[src/tcw_pkg.sv]
// shared types and constants of the text console character writer
package tcw_pkg;

	// command codes on the cmd field
	localparam logic [1:0] CMD_PUT    = 2'd0;
	localparam logic [1:0] CMD_READ   = 2'd1;
	localparam logic [1:0] CMD_CLEAR  = 2'd2;
	localparam logic [1:0] CMD_SETCUR = 2'd3;

	// control characters
	localparam logic [7:0] CH_BELL    = 8'd7;
	localparam logic [7:0] CH_TAB     = 8'd9;
	localparam logic [7:0] CH_NEWLINE = 8'd10;

	localparam logic [7:0] BLANK = 8'h20;
	localparam logic [7:0] ATTR  = 8'h07;

	// depth of the queue between front and back
	localparam int QDEPTH = 2;

	typedef enum logic [2:0] {
		OP_CHAR,
		OP_NEWLINE,
		OP_TAB,
		OP_BELL,
		OP_READ,
		OP_CLEAR,
		OP_SETCUR,
		OP_NOP
	} op_kind_t;

	typedef struct packed {
		op_kind_t    kind;
		logic [7:0]  ch;
		logic        eot;
		logic [10:0] addr;
		logic        in_range;
		logic [7:0]  col;
		logic [7:0]  row;
	} op_t;

endpackage

[src/tcw_front.sv]
// command intake: decodes each transaction into an operation and queues it for the back end
module tcw_front #(
	parameter int COLUMNS = 80,
	parameter int ROWS    = 25
) (
	input  logic             clk,
	input  logic             arst_n,
	input  logic             cmd_valid,
	output logic             cmd_stall,
	input  logic [1:0]       cmd,
	input  logic [7:0]       char_code,
	input  logic             end_of_text,
	input  logic [10:0]      cell_address,
	input  logic [7:0]       new_col,
	input  logic [7:0]       new_row,
	input  logic             hold,
	output logic             q_valid,
	output tcw_pkg::op_t     q_op,
	input  logic             q_pop
);
	import tcw_pkg::*;

	localparam int CELLS = ROWS * COLUMNS;
	localparam int QPW   = (QDEPTH > 1) ? $clog2(QDEPTH) : 1;
	localparam int QCW   = $clog2(QDEPTH + 1);

	op_t            op_dec;
	op_t            q_mem_q [QDEPTH];
	logic [QPW-1:0] wr_ptr_q;
	logic [QPW-1:0] rd_ptr_q;
	logic [QCW-1:0] count_q;
	logic           push;

	always_comb begin
		op_dec          = '0;
		op_dec.ch       = char_code;
		op_dec.eot      = end_of_text;
		op_dec.addr     = cell_address;
		op_dec.col      = new_col;
		op_dec.row      = new_row;
		op_dec.in_range = cell_address < CELLS;
		case (cmd)
			CMD_PUT: begin
				case (char_code)
					CH_NEWLINE: op_dec.kind = OP_NEWLINE;
					CH_TAB:     op_dec.kind = OP_TAB;
					CH_BELL:    op_dec.kind = OP_BELL;
					default:    op_dec.kind = OP_CHAR;
				endcase
			end
			CMD_READ:  op_dec.kind = OP_READ;
			CMD_CLEAR: op_dec.kind = OP_CLEAR;
			CMD_SETCUR: begin
				// out-of-range positions turn the command into a no-op; column COLUMNS means wrap pending
				if (new_col <= COLUMNS && new_row < ROWS) begin
					op_dec.kind = OP_SETCUR;
				end else begin
					op_dec.kind = OP_NOP;
				end
			end
			default: op_dec.kind = OP_NOP;
		endcase
	end

	assign cmd_stall = (count_q == QCW'(QDEPTH)) || hold;
	assign push      = cmd_valid && !cmd_stall;
	assign q_valid   = count_q != '0;
	assign q_op      = q_mem_q[rd_ptr_q];

	always_ff @(posedge clk) begin
		if (push) begin
			q_mem_q[wr_ptr_q] <= op_dec;
		end
	end

	always_ff @(posedge clk or negedge arst_n) begin
		if (!arst_n) begin
			wr_ptr_q <= '0;
			rd_ptr_q <= '0;
			count_q  <= '0;
		end else begin
			if (push) begin
				wr_ptr_q <= (wr_ptr_q == QPW'(QDEPTH - 1)) ? '0 : wr_ptr_q + QPW'(1);
			end
			if (q_pop) begin
				rd_ptr_q <= (rd_ptr_q == QPW'(QDEPTH - 1)) ? '0 : rd_ptr_q + QPW'(1);
			end
			count_q <= count_q + QCW'(push) - QCW'(q_pop);
		end
	end

endmodule

[config.mk]
export PLATFORM = sky130hd
export DESIGN_NAME = tcw_front
export DESIGN_NICKNAME = d
export VERILOG_FILES = /design/src/tcw_pkg.sv /design/src/tcw_front.sv
export SDC_FILE = /design/constraint.sdc
export NUM_CORES = 1
export LEC_CHECK = 0
export CAP_MARGIN = 0
export CORE_MARGIN = 2
export CORE_UTILIZATION = 31
export DETAILED_ROUTE_END_ITERATION = 7
export DONT_BUFFER_PORTS = 1
export MAX_ROUTING_LAYER = met4
export PLACE_DENSITY_LB_ADDON = 0.3
export SYNTH_ARGS = -nofsm -noshare
export SYNTH_HDL_FRONTEND = slang
export SYNTH_SLANG_ARGS = --single-unit
[constraint.sdc]
create_clock -name clk -period 3.3 [get_ports clk]
set_clock_uncertainty 0.15 [all_clocks]
set_input_delay 0.33 -clock clk [delete_from_list [all_inputs] [get_ports clk]]
set_output_delay 0.33 -clock clk [all_outputs]
set_load 0.01 [all_outputs]
Word level (Yosys, flattened, before mapping) --
Memories as Yosys holds them, arrays and structs flattened. Index checks and enable logic that the tools add are counted.
Cells by class: add/subtract/negate cells 4, eq/ne operators 7, reductions and logical operators 6, magnitude comparators 3, multiplexer cells 7
Operators with widths (number):
- $eq A8 B4 Y1 const B | 2
- $pmux W3 S4 | 1
- $lt A11 B11 Y1 const B | 1
- $eq A8 B3 Y1 const B | 1
- $le A8 B7 Y1 const B | 1
- $lt A8 B5 Y1 const B | 1
- $eq A2 B2 Y1 const B | 3
- $pmux W2 S3 | 1
- $mux W1 | 5
- $add A1 B1 Y1 const B | 2
- $add A2 B1 Y2 | 1
- $eq A2 B1 Y1 const B | 1
- $logic_and A1 B1 Y1 | 2
- $logic_not A2 Y1 | 1
- $reduce_bool A2 Y1 | 1
- $sub A2 B1 Y2 | 1
- $logic_not A1 Y1 | 1
- $logic_or A1 B1 Y1 | 1
Word-level totals: output and inout port bits 42, input port bits 43, memory bits (writable) 80, register bits after elaboration 4, memories 1, logic and storage cells 31
Memory list:
- q_mem_q | depth 2, bits a word 40, rd ports 1, clocked after Yosys merged registers in 0, write ports 1, line tcw_front.sv:28 | op_t q_mem_q [QDEPTH];

Logic depth before layout (Yosys ltp) --
Gate-level depths: netlist of run 1.
depth after elaboration 6, depth in mapped cells 7, gate-level depth less buffers 7

Worst setup path after synthesis of run 1 --
Ideal clock, no wire load.
path kind flip-flop to flip-flop, from reg count_q[1], to mem q_mem_q[0][0] (netlist bit) (enable), clock period less this slack 2868 ps, arrival time 2280 ps, buffers on the path 0, setup slack 432 ps, setup time 437 ps, cell stages (with the launch flop) 4, data required time 2713 ps, path through dfrtp_1 > inv_2 > o211ai_2 > nor2_1
Between the ends: longest elaborated chain between the ends 6
Ends and longest elaborated chain:
- start, declared | line tcw_front.sv:31 | logic [QCW-1:0] count_q;
- start signal, assigned | line tcw_front.sv:88 | count_q <= count_q + QCW'(push) - QCW'(q_pop);
- $eq A2 B2 Y1 | line tcw_front.sv:65 | assign cmd_stall = (count_q == QCW'(QDEPTH)) || hold;
- $logic_or A1 B1 Y1 | line tcw_front.sv:65
- $logic_not A1 Y1 | line tcw_front.sv:66 | assign push = cmd_valid && !cmd_stall;
- $logic_and A1 B1 Y1 | line tcw_front.sv:66
- $mux W1 | line tcw_front.sv:71 | if (push) begin
- $mux W1 (implied by the code) | line tcw_front.sv:72 | q_mem_q[wr_ptr_q] <= op_dec;
- end, declared | line tcw_front.sv:28
No other way between the ends.

==> impl.org, run 1 <==
** Logic synthesis
- Synthesis produced a netlist whose cell count is approximately 160.
- Each instance of the synthesized netlist takes up on average slightly below 20 um2.
- Post-Synthesis Net Count :: 208
- The synthesized design contains 80 enable-type register cells.
- Summed over all instances, the cell type with the most area after synthesis is sky130_fd_sc_hd__edfxtp_1.
- Leading post-synthesis cells by instance count :: sky130_fd_sc_hd__edfxtp_1 (80), sky130_fd_sc_hd__mux2_2 (32), sky130_fd_sc_hd__mux2_1 (8), sky130_fd_sc_hd__buf_2 (4), sky130_fd_sc_hd__dfrtp_1 (4)
- Distinct cell type count after synthesis :: 27
- After synthesis the netlist holds a flip-flop and latch count of between 80 and 90.
- By area the synthesized netlist is led by sky130_fd_sc_hd__edfxtp_1 (75%), sky130_fd_sc_hd__mux2_2 (11%), sky130_fd_sc_hd__dfrtp_1 (3.1%), sky130_fd_sc_hd__mux2_1 (2.8%), sky130_fd_sc_hd__xnor2_1 (0.82%).
- Portion of the post-synthesis area used by sequential elements :: 77.8%
- In the synthesized netlist the dominant register cell turns out to be sky130_fd_sc_hd__edfxtp_1.
- Async S/R FF share, synth :: between 4 and 5%
- Summed over its instances, the top area cell type makes up around 75% of the synthesized netlist area.
- The most common cell in the synthesized netlist is sky130_fd_sc_hd__edfxtp_1.
- Synthesis warning total :: 0
- In this run the cell area of the synthesized design comes to approximately 3200 um2.

** Cells and area
- Share of final-layout standard cells stronger than drive strength 1 :: about a quarter
- Number of filler cells placed in the layout :: between 900 and 1,000
- The multi-input combinational cells in the finished layout cover a total of 689 um2.
- Excluding fillers, the count of instances in the completed layout stands at 350.
- The final layout contains 254 nets.
- Relative to the synthesized area, the layout overhead comes to 22.4%.
- Register cell area after layout :: ~2500 um2
- Diode insertion count for antenna repair :: 0

** Floorplanning
- Site row count :: 37
- The die is about 110 um wide.
- The floorplan step defined a die boundary enclosing roughly 11,000 um2.
- Die H :: between 100 and 150 um
- Core ar. :: slightly above 10,000 um2
- Number of I/O pins :: 85
- Starting Density :: a little under a third

** Critical path
- WP buf/inv :: 0
- Walking the worst path, the cells encountered are mux2_2.
- Delay of the slowest cell on the worst path :: 1.02 ns
- The worst setup path is launched from a register.
- Kind of end point of the critical path :: output port
- Critical Path RT :: roughly 2.8 ns
- The critical path is of the reg2out type.
- The setup check on the worst reg-to-reg path leaves a slack of roughly 1.5 ns.
- Grouping stages by cell kind, the critical path spends the most delay in flip-flops.
- Critical Path Slowest Stage Cell :: sky130_fd_sc_hd__dfrtp_2
- Largest fanout on the critical path :: 41
- Data arrival, critical path :: 1.84 ns

** GRT
- Entering global routing, the biggest net connects 42 pins.
- Global-route wire length before repair :: about 9.0 mm
- The initial antenna violation count is 0.
- Aggregate global routing overflow :: 0
- The via count of the first global-routing pass came to around 1,700.
- Global routing used around 11% of the available tracks.

** Routing
- Iteration-0 DRC Markers :: between 60 and 70
- The final route contains between 1,500 and 2,000 vias.
- Summed over all layers, the routed wires come to 6.11 mm.
- Post-route ant nets :: 0
- Detailed Routing Iterations Pass 1 :: 6
- Average wire length per cell after detail routing :: about 17 um
- After detailed routing, the number of remaining DRC violations is 0.
- DR vias/cell :: 4.57

** Placed design
- Routability-driven placement finished with a final weighted congestion of roughly 0.71.
- Pre-CTS setup slack :: ~1.3 ns
- Summed over all nets, the half-perimeter wirelength after detailed placement is roughly 3.6 mm.
- In this run the tool buffered the top-level ports with 0 buffer cells.
- Cells after DPL :: 296

** Run status
- Status :: completed

** Clocking
- The H-tree was split into 3 levels.
- The tree built by TritonCTS fans out to 84 sinks.
- After clock tree synthesis, the clock-pin slew on the worst setup and hold paths is 0.08 ns.
- Number of buffers inserted during clock tree synthesis :: 9
- Clock tree buffer depth :: 2
- Clock latency of the later-clocked register in the worst-skew pair :: about 0.34 ns
- Root buffer cell :: sky130_fd_sc_hd__clkbuf_8
- Clock tree from TritonCTS :: yes

** Timing
- The number of hold violations in the final report is 0.
- Final critical-path required period :: 2.32 ns
- Maximum frequency from static timing analysis :: approximately 0.43 GHz
- Setup repair after global routing left no endpoint under its margin.
- Headroom to the max-slew limit came out at roughly 35%.
- Fin Setup TNS :: 0 ns
- Post-route worst setup slack :: between 0.9 and 1 ns
- For the pin with the worst max-slew slack, the measured transition is ~0.98 ns.
- Post-route clock period utilization :: between 70% and 80%
- Setup violations, final :: 0
- Max-slew violation count :: 0

** Pwr
- Power spread over the standard cell area amounts to 676 nW/um2.
- Worst vdd rail ir drop :: about 0.28 mV
- In this run the static leakage power is ~1.3 nW.

** Flow run
- Number of max-cap violations :: 0

** Hold path
- Worst min path class :: in2reg
[routing by layer]
metal / track usage, % / up-vias / wire length (um)
met3: 3.34 / 9 / 454
met2: 17.9 / 67 / 2850
met5: - / - / 0
met1: 13.3 / 792 / 2720
met4: 4.79 / 0 / 82
li1: - / 730 / -
[power breakdown]
part           total [mW]  internal (mW)  switching, mW
registers            1.48           1.33          0.146
logic               0.570          0.276          0.294
clock network       0.614          0.270          0.344
total                2.66           1.88          0.785
[layout by cell type, fill, tap and decap left out, types with 3 or more instances in the layout]
| cell type | netlist | routed |
|---|---|---|
| sky130_fd_sc_hd__dfrtp_1 | 4 | 3 |
| sky130_fd_sc_hd__nand2_1 | 3 | 3 |
| sky130_fd_sc_hd__clkinv_2 | 0 | 3 |
| sky130_fd_sc_hd__mux2_1 | 8 | 8 |
| sky130_fd_sc_hd__edfxtp_1 | 80 | 80 |
| sky130_fd_sc_hd__xnor2_1 | 3 | 3 |
| sky130_fd_sc_hd__clkbuf_8 | 0 | 9 |
| sky130_fd_sc_hd__inv_1 | 3 | 3 |
| sky130_fd_sc_hd__dlygate4sd3_1 | 0 | 38 |
| sky130_fd_sc_hd__mux2_2 | 32 | 32 |
[sequential cells by signal, summed over array words and instances, names as in the netlist]
signal and count:
count_q 2, q_mem_q 80, rd_ptr_q 1, wr_ptr_q 1
[through the flow]
| step | utilization, % | hold WS, ns | area, um2 | total power, mW |
|---|---|---|---|---|
| final | 38.6 | 0.0559 | 3940 | 2.66 |
| after global routing | 38.6 | 0.0454 | 3940 | 2.80 |
| after CTS | 38.6 | 0.0332 | 3940 | 2.72 |
| after detailed placement | 33.3 | -0.115 | 3390 | 2.05 |
| after global placement | 33.3 | -0.115 | 3390 | 2.04 |
| after floorplan | - | -0.116 | 3220 | 1.92 |
[final timing paths]
| kind | startpoint | end | depth (start not counted) |
|---|---|---|---|
| max | rd_ptr_q | q_op[37] | 1 |
| min | cell_address[9] | q_mem_q[1][16] | 1 |
| max reg2reg | count_q[1] | q_mem_q[0][14] | 4 |
| min reg2reg | count_q[1] | count_q[1] | 1 |
| max in group asynchronous | arst_n | rd_ptr_q | 1 |
| min in group asynchronous | arst_n | count_q[1] | 1 |
[timing repair]
| item | in CTS | in global routing |
|---|---|---|
| endpoints found under the hold margin | 77 | 0 |
| setup buffers | 0 | 0 |
| gates resized for setup | 0 | 0 |
| hold buffers | 38 | 0 |
[layout make-up]
type,count,area share (%)
tap,136,4.32
multi-input combinational,70,17.5
clock buffer,11,3.34
sequential,84,63.6
inverter,4,0.382
clock inverter,5,0.763
timing repair buffer,40,10.0
[logic make-up after synthesis]
| kind of cell | synth area share, % |
|---|---|
| buf+inv | 1.21 |
| mux | 14.0 |
| simple gates | 2.57 |
| compound gates | 2.53 |
| flops | 77.8 |
| xor+xnor | 1.09 |
| fa+ha+maj | 0.778 |
(Power assumes the default switching activity.)
==> run 2, diff against run 1 <==
==> constraint.sdc (replaced) <==
create_clock -name clk -period 2.1 [get_ports clk]
set_clock_uncertainty 0.15 [all_clocks]
set_input_delay 0.21 -clock clk [delete_from_list [all_inputs] [get_ports clk]]
set_output_delay 0.21 -clock clk [all_outputs]
set_load 0.01 [all_outputs]
==> impl.org, run 2 (same netlist as run 1, synthesis figures left out) <==
** Routing
- The final route contains ~1,600 vias.
- In this run, the number of DRC markers left after iteration 0 of detailed routing was 44.
- In this run the remaining antenna-violating nets after routing total 0.
- Drt total wl :: slightly above 6 mm
- DRC viols :: 0
- Dividing the detail-routed via count by the number of cells gives ~4.6.
- Average wire length per cell after detail routing :: about 17 um
- Detailed Routing Iterations Pass 1 :: 4

** GRT
- Global routing finished with a remaining overflow of 0.
- The via count of the first global-routing pass was between 1,500 and 2,000.
- Global-route usage over all layers :: between 10% and 20%
- The first global-routing pass estimated between 9 and 10 mm of wire.
- Antenna violations before repair :: 0
- Entering global routing, the biggest net connects 30 pins.

** Placed design
- HPWL after DPL :: 3.93 mm
- Prior to clock tree synthesis, the placed netlist has a worst setup slack of about 0.31 ns.
- Port buffer count :: 0
- Cells after DPL :: 300
- Global placement routability congestion :: 0.706

** Run status
- Status :: completed

** Clocking
- Number of gates resized after CTS :: 0
- Total of hold buffers inserted after clock tree synthesis :: 43
- Clock latency of the later-clocked register in the worst-skew pair :: approximately 0.35 ns
- Number of clock sinks seen by CTS :: 84
- Number of buffers inserted during clock tree synthesis :: 9
- TritonCTS built the clock tree.
- In this run the number of H-tree levels came out at 3.
- Worst-path clk slew :: around 0.080 ns
- Root buffer cell :: sky130_fd_sc_hd__clkbuf_8
- In this run the deepest clock path goes through 2 buffers.
- After clock tree synthesis, the setup repair step added 0 buffers.

** Critical path
- STA puts the critical path data arrival time at roughly 1.9 ns.
- Critical Path RT :: between 2 and 2.5 ns
- Largest fanout on the critical path :: 4
- The worst setup path is captured at a register.
- Startpoint type of the worst setup path :: register
- CP Class :: reg2reg

** Pwr
- Worst vdd rail ir drop :: 0.405 mV
- Final Power :: around 4.4 mW
- Power density over the cells :: between 1000 and 1500 nW/um2
- For this design the static power due to leakage is approximately 1.3 nW.

** Cells and area
- The register with the most flip-flops in the final layout is q_mem_q.
- Largest registers ranked by flip-flop count :: q_mem_q: 80 flops, count_q: 2 flops
- The area growth from synthesis to layout is 27.0%.
- Final #Nets :: 263
- Number of flip-flops in the largest register :: 80
- Most frequent standard cell in the layout excluding fill and tap cells :: sky130_fd_sc_hd__edfxtp_1
- Diode insertion count for antenna repair :: 0
- The post-route netlist has approximately 28% of its cells at a drive strength greater than 1.
- Final Non-Filler Cells :: about 360
- Highest-count cells in the layout ignoring fill and taps :: sky130_fd_sc_hd__edfxtp_1 (80), sky130_fd_sc_hd__dlygate4sd3_1 (43), sky130_fd_sc_hd__mux2_2 (32)

** Floorplanning
- Number of I/O pins :: between 80 and 90
- Row generation in the floorplan step produced 37 rows.
- Die footprint :: approximately 11,000 um2
- After floorplanning, the core was sized to cover between 10,000 and 15,000 um2.
- Starting Density :: a little under a third
- The die is approximately 110 um tall.
- Die boundary width :: about 110 um

** Hold path
- Worst min path class :: in2reg

** Timing
- RSZ-0062 raised after global routing :: no
- The number of hold violations in the final report is 0.
- Actual slew at the worst max-slew pin :: 0.384 ns
- Based on the critical path, the design can be clocked at up to approximately 0.55 GHz.
- Setup violations, final :: 0
- Final critical-path required period :: ~1.8 ns
- Post-route worst setup slack :: about 0.30 ns
- Final hold analysis gives a worst-case slack of between 0.02 and 0.025 ns.
- Setup total negative slack on the finished layout was measured at 0 ns.
- The worst path uses 85.8% of the clock period.
- Max-slew violation count :: 0
- Slew margin rel. :: between 70% and 80%

** Flow run
- Max-cap violations in this run came to 0.
## run 2: cell count changes in the layout (fill, tap and decap cells not counted), sizes merged
cell,change
buf,+4
dlygate4sd3,+5
bufinv,+1
clkbuf,-2
clkinv,+1
## run 2: through the flow
step / instance area [um2] / util, %
after floorplan: 3220 / -
after global placement: 3460 / 34.0
after detailed placement: 3460 / 34.0
after CTS: 4080 / 40.1
after global routing: 4080 / 40.1
final: 4080 / 40.1
## run 2: metal layers
layer	wire (um)	share of wire [%]	global-route usage (%)
met1	2520	41	13.0
met2	3050	49	19.2
met3	420	6.8	3.77
met4	187	3.0	7.61
met5	0	0	-
## run 2: report_power, final
part / switching, mW / internal, mW / total, mW
combinational: 0.650 / 0.511 / 1.16
sequential: 0.0771 / 2.09 / 2.17
clock: 0.564 / 0.542 / 1.11
total: 1.29 / 3.14 / 4.44
## run 2: final cells by class
class,count,area (um2)
sequential,84,2500
clock buffer,9,124
timing repair buffer,49,513
clock inverter,7,67.6
inverter,4,15.0
tap,136,170
fill,962,6100
multi-input combinational,70,689
## run 2: worst max-delay path, stage by stage (launching register included)
cell,delay (ns)
sky130_fd_sc_hd__dfrtp_1,0.41
sky130_fd_sc_hd__inv_2,0.05
sky130_fd_sc_hd__o211ai_2,0.36
sky130_fd_sc_hd__ha_1,0.31
sky130_fd_sc_hd__inv_1,0.05
sky130_fd_sc_hd__ha_1,0.14
sky130_fd_sc_hd__xnor2_1,0.13
sky130_fd_sc_hd__xnor2_1,0.13
## run 2: final timing paths
path                                       from        endpoint  slack, ns  cells after the start
worst max-delay path                 count_q[1]      count_q[1]       0.30                      7
min in group asynchronous                arst_n      count_q[0]       0.51                      2
worst min-delay path            cell_address[5]  q_mem_q[1][16]       0.02                      1
worst min register to register       count_q[1]      count_q[1]       0.38                      1
max in group asynchronous                arst_n        rd_ptr_q       1.10                      2
worst max register to register       count_q[1]      count_q[1]       0.30                      7
==> run 3, diff against run 2 <==
==> constraint.sdc (replaced) <==
create_clock -name clk -period 1.9 [get_ports clk]
set_clock_uncertainty 0.15 [all_clocks]
set_input_delay 0.19 -clock clk [delete_from_list [all_inputs] [get_ports clk]]
set_output_delay 0.19 -clock clk [all_outputs]
set_load 0.01 [all_outputs]
==> impl.org, run 3 (same netlist as run 1, synthesis figures left out) <==
** Run status
- Status :: completed

** Cells and area
- Area grow syn2layout :: 27.8%
- The library cell used most frequently in the layout, excluding fill and tap cells, is sky130_fd_sc_hd__edfxtp_1.
- Highest-count cells in the layout ignoring fill and taps :: sky130_fd_sc_hd__edfxtp_1 (80), sky130_fd_sc_hd__dlygate4sd3_1 (43), sky130_fd_sc_hd__mux2_2 (32)
- More flip-flops sit in one register than any other, and that register is q_mem_q.
- The repair_antennas step left the layout with diodes totalling 0.
- In the final layout, the registers with the most flip-flops are q_mem_q: 80 flops, count_q: 2 flops.
- Final #Nets :: between 200 and 300
- After filler insertion, the fill cell instance count of the layout stands at 938.
- Share of final-layout standard cells stronger than drive strength 1 :: between 20 and 30%
- Number of flip-flops in the largest register :: 80

** Critical path
- The worst register-to-register path begins at count_q[1].
- The worst setup path is launched from a register.
- Largest fanout on the critical path :: 22
- In this run the register-to-register setup slack is 0.28 ns.
- Critical Path RT :: 1.56 ns
- Measured in cells, the most critical reg-to-reg path has a length of 7.
- CP Class :: reg2out
- The worst setup path is captured at an output port.
- Critical Path Slowest Stage Cell :: sky130_fd_sc_hd__mux2_2
- STA puts the critical path data arrival time at around 1.4 ns.
- Capture instance of the worst register-to-register path :: count_q[1]
- Traced cell by cell, the critical path runs through buf_4 > mux2_2.
- Delay of the slowest cell on the worst path :: about 0.44 ns

** Floorplanning
- Die footprint :: 11,200 um2
- In this run the horizontal extent of the chip is approximately 110 um.
- For this configuration, the core starts out at a cell density of 31.6%.
- Core ar. :: around 10,000 um2
- 85 I/O pins were placed.
- Die H :: ~110 um
- Site row count :: 37

** Clocking
- Root buffer cell :: sky130_fd_sc_hd__clkbuf_8
- The H-tree was split into 3 levels.
- Total of hold buffers inserted after clock tree synthesis :: 43
- CTS saw 84 sinks.
- Clock-pin slew was measured on the worst setup and hold paths at 0.07 ns.
- The clock reaches the later pin of the worst-skew pair after roughly 0.34 ns.
- Clock tree synthesis inserted a total of 9 buffers.
- Total setup buffers inserted after CTS :: 0
- Number of gates resized after CTS :: 0
- Clock tree buffer depth :: 2
- TritonCTS built the clock tree.

** GRT
- Via count of the first global-routing pass :: 1,822
- The first global-routing pass estimated 9.68 mm of wire.
- Pin count of the biggest net entering global routing :: 23
- Global-route usage over all layers :: between 10% and 20%
- Aggregate global routing overflow :: 0
- Antenna violations before repair :: 0

** Pwr
- Switching part of the total power :: between 20% and 30%
- In this run, the clock network consumes 24.9% of the power.
- In this run the power density over the cells is 1190 nW/um2.
- The internal power of the cells totals 3.47 mW.
- For this design the total switching power over the nets is around 1.4 mW.
- Logic pwr share :: between 20% and 30%
- In this run the static leakage power is 1.35 nW.
- Final Power :: just under 5 mW
- Worst vdd rail ir drop :: around 0.48 mV
- Of the total power, registers draw about 49%.

** Placed design
- Pre-CTS setup slack :: approximately 0.28 ns
- Port buffer count :: 0
- Summed over all nets, the half-perimeter wirelength after detailed placement is approximately 3.9 mm.
- At the end of routability-driven placement, the weighted congestion stood at between 0.7 and 0.8.

** Routing
- DR vias/cell :: 4.57
- For this block, the routed nets add up to between 6 and 7 mm of wire.
- Routed vias :: between 1,500 and 2,000
- Once detail routing completed, the nets flagged for antenna violations numbered 0.
- For this block, the initial DRC count from the detailed router was between 50 and 60.
- In the final routed layout, each cell accounts on average for around 17 um.
- After detailed routing, the number of remaining DRC violations is 0.
- Detailed Routing Iterations Pass 1 :: 4

** Timing
- The worst path meets setup with approximately 0.12 ns of slack.
- Setup violations, final :: 0
- The worst pin sits at a relative slew slack of between 70% and 80%.
- The worst path uses between 90% and 100% of the clock period.
- Hold timing on the final database bottoms out at a slack of between 0.06 and 0.07 ns.
- The number of hold violations in the final report was 0.
- Setup repair after global routing left no endpoint under its margin.
- Max-slew violation count :: 0
- For the pin with the worst max-slew slack, the measured transition is 0.391 ns.
- Maximum frequency from static timing analysis :: 0.562 GHz
- After layout, the minimum clock period comes to 1.78 ns.

** Flow run
- Max-cap violations in this run came to 0.

** Hold path
- Worst hold path depth :: 4
- Worst min-delay path endpoint :: wr_ptr_q
- The worst hold path begins at hold.
- Worst min path class :: in2reg
## run 3: power by group through the flow
stage          Combinational, mW  Sequential, mW  Clock (mW)
6_report                    1.28            2.39        1.22
5_1_grt                     1.39            2.42        1.34
4_1_cts                     1.33            2.39        1.29
3_5_place_dp                1.24            2.43           0
3_3_place_gp                1.24            2.43           0
2_1_floorplan              0.928            2.41           0
## run 3: worst max path at each step
| stage | startpoint | slack (ns) | depth (start not counted) | to |
|---|---|---|---|---|
| finish | rd_ptr_q | 0.12 | 2 | q_op[15] |
| global route | rd_ptr_q | 0.03 | 2 | q_op[15] |
| CTS | rd_ptr_q | 0.07 | 2 | q_op[15] |
| detailed placement | count_q[1] | 0.28 | 7 | count_q[1] |
| global placement | count_q[1] | 0.34 | 7 | count_q[1] |
| floorplan | count_q[1] | -0.32 | 3 | q_mem_q[0][0] |
## run 3: final cells by class
class	count	area (um2)	area share (%)
Multi-Input combinational cell	70	689	16.8
Inverter	4	15.0	0.365
Clock inverter	7	67.6	1.64
Timing Repair Buffer	51	541	13.2
Sequential cell	84	2500	60.9
Clock buffer	9	124	3.01
Tap cell	136	170	4.14
## run 3: per-stage QoR
stage	setup TNS [ns]	instance area (um2)	utilization [%]	std cells
2_1_floorplan	-25.28	3220	-	163
3_3_place_gp	0	3490	34.3	302
3_5_place_dp	0	3490	34.3	302
4_1_cts	0	4110	40.4	361
5_1_grt	0	4110	40.4	361
6_report	0	4110	40.4	361
## run 3: routing by layer
metal,vias to the layer above,routed length (um),GRT usage [%]
li1,754,-,-
met5,-,0,-
met4,0,165,7.71
met3,12,342,3.15
met1,825,2610,14.1
met2,60,3120,19.4
## run 3: worst max-delay path: cells and delay by family (launching register included)
kind	cells	cell delay, ns
multiplexers	1	0.44
flip-flops	1	0.36
buffers and inverters	1	0.30
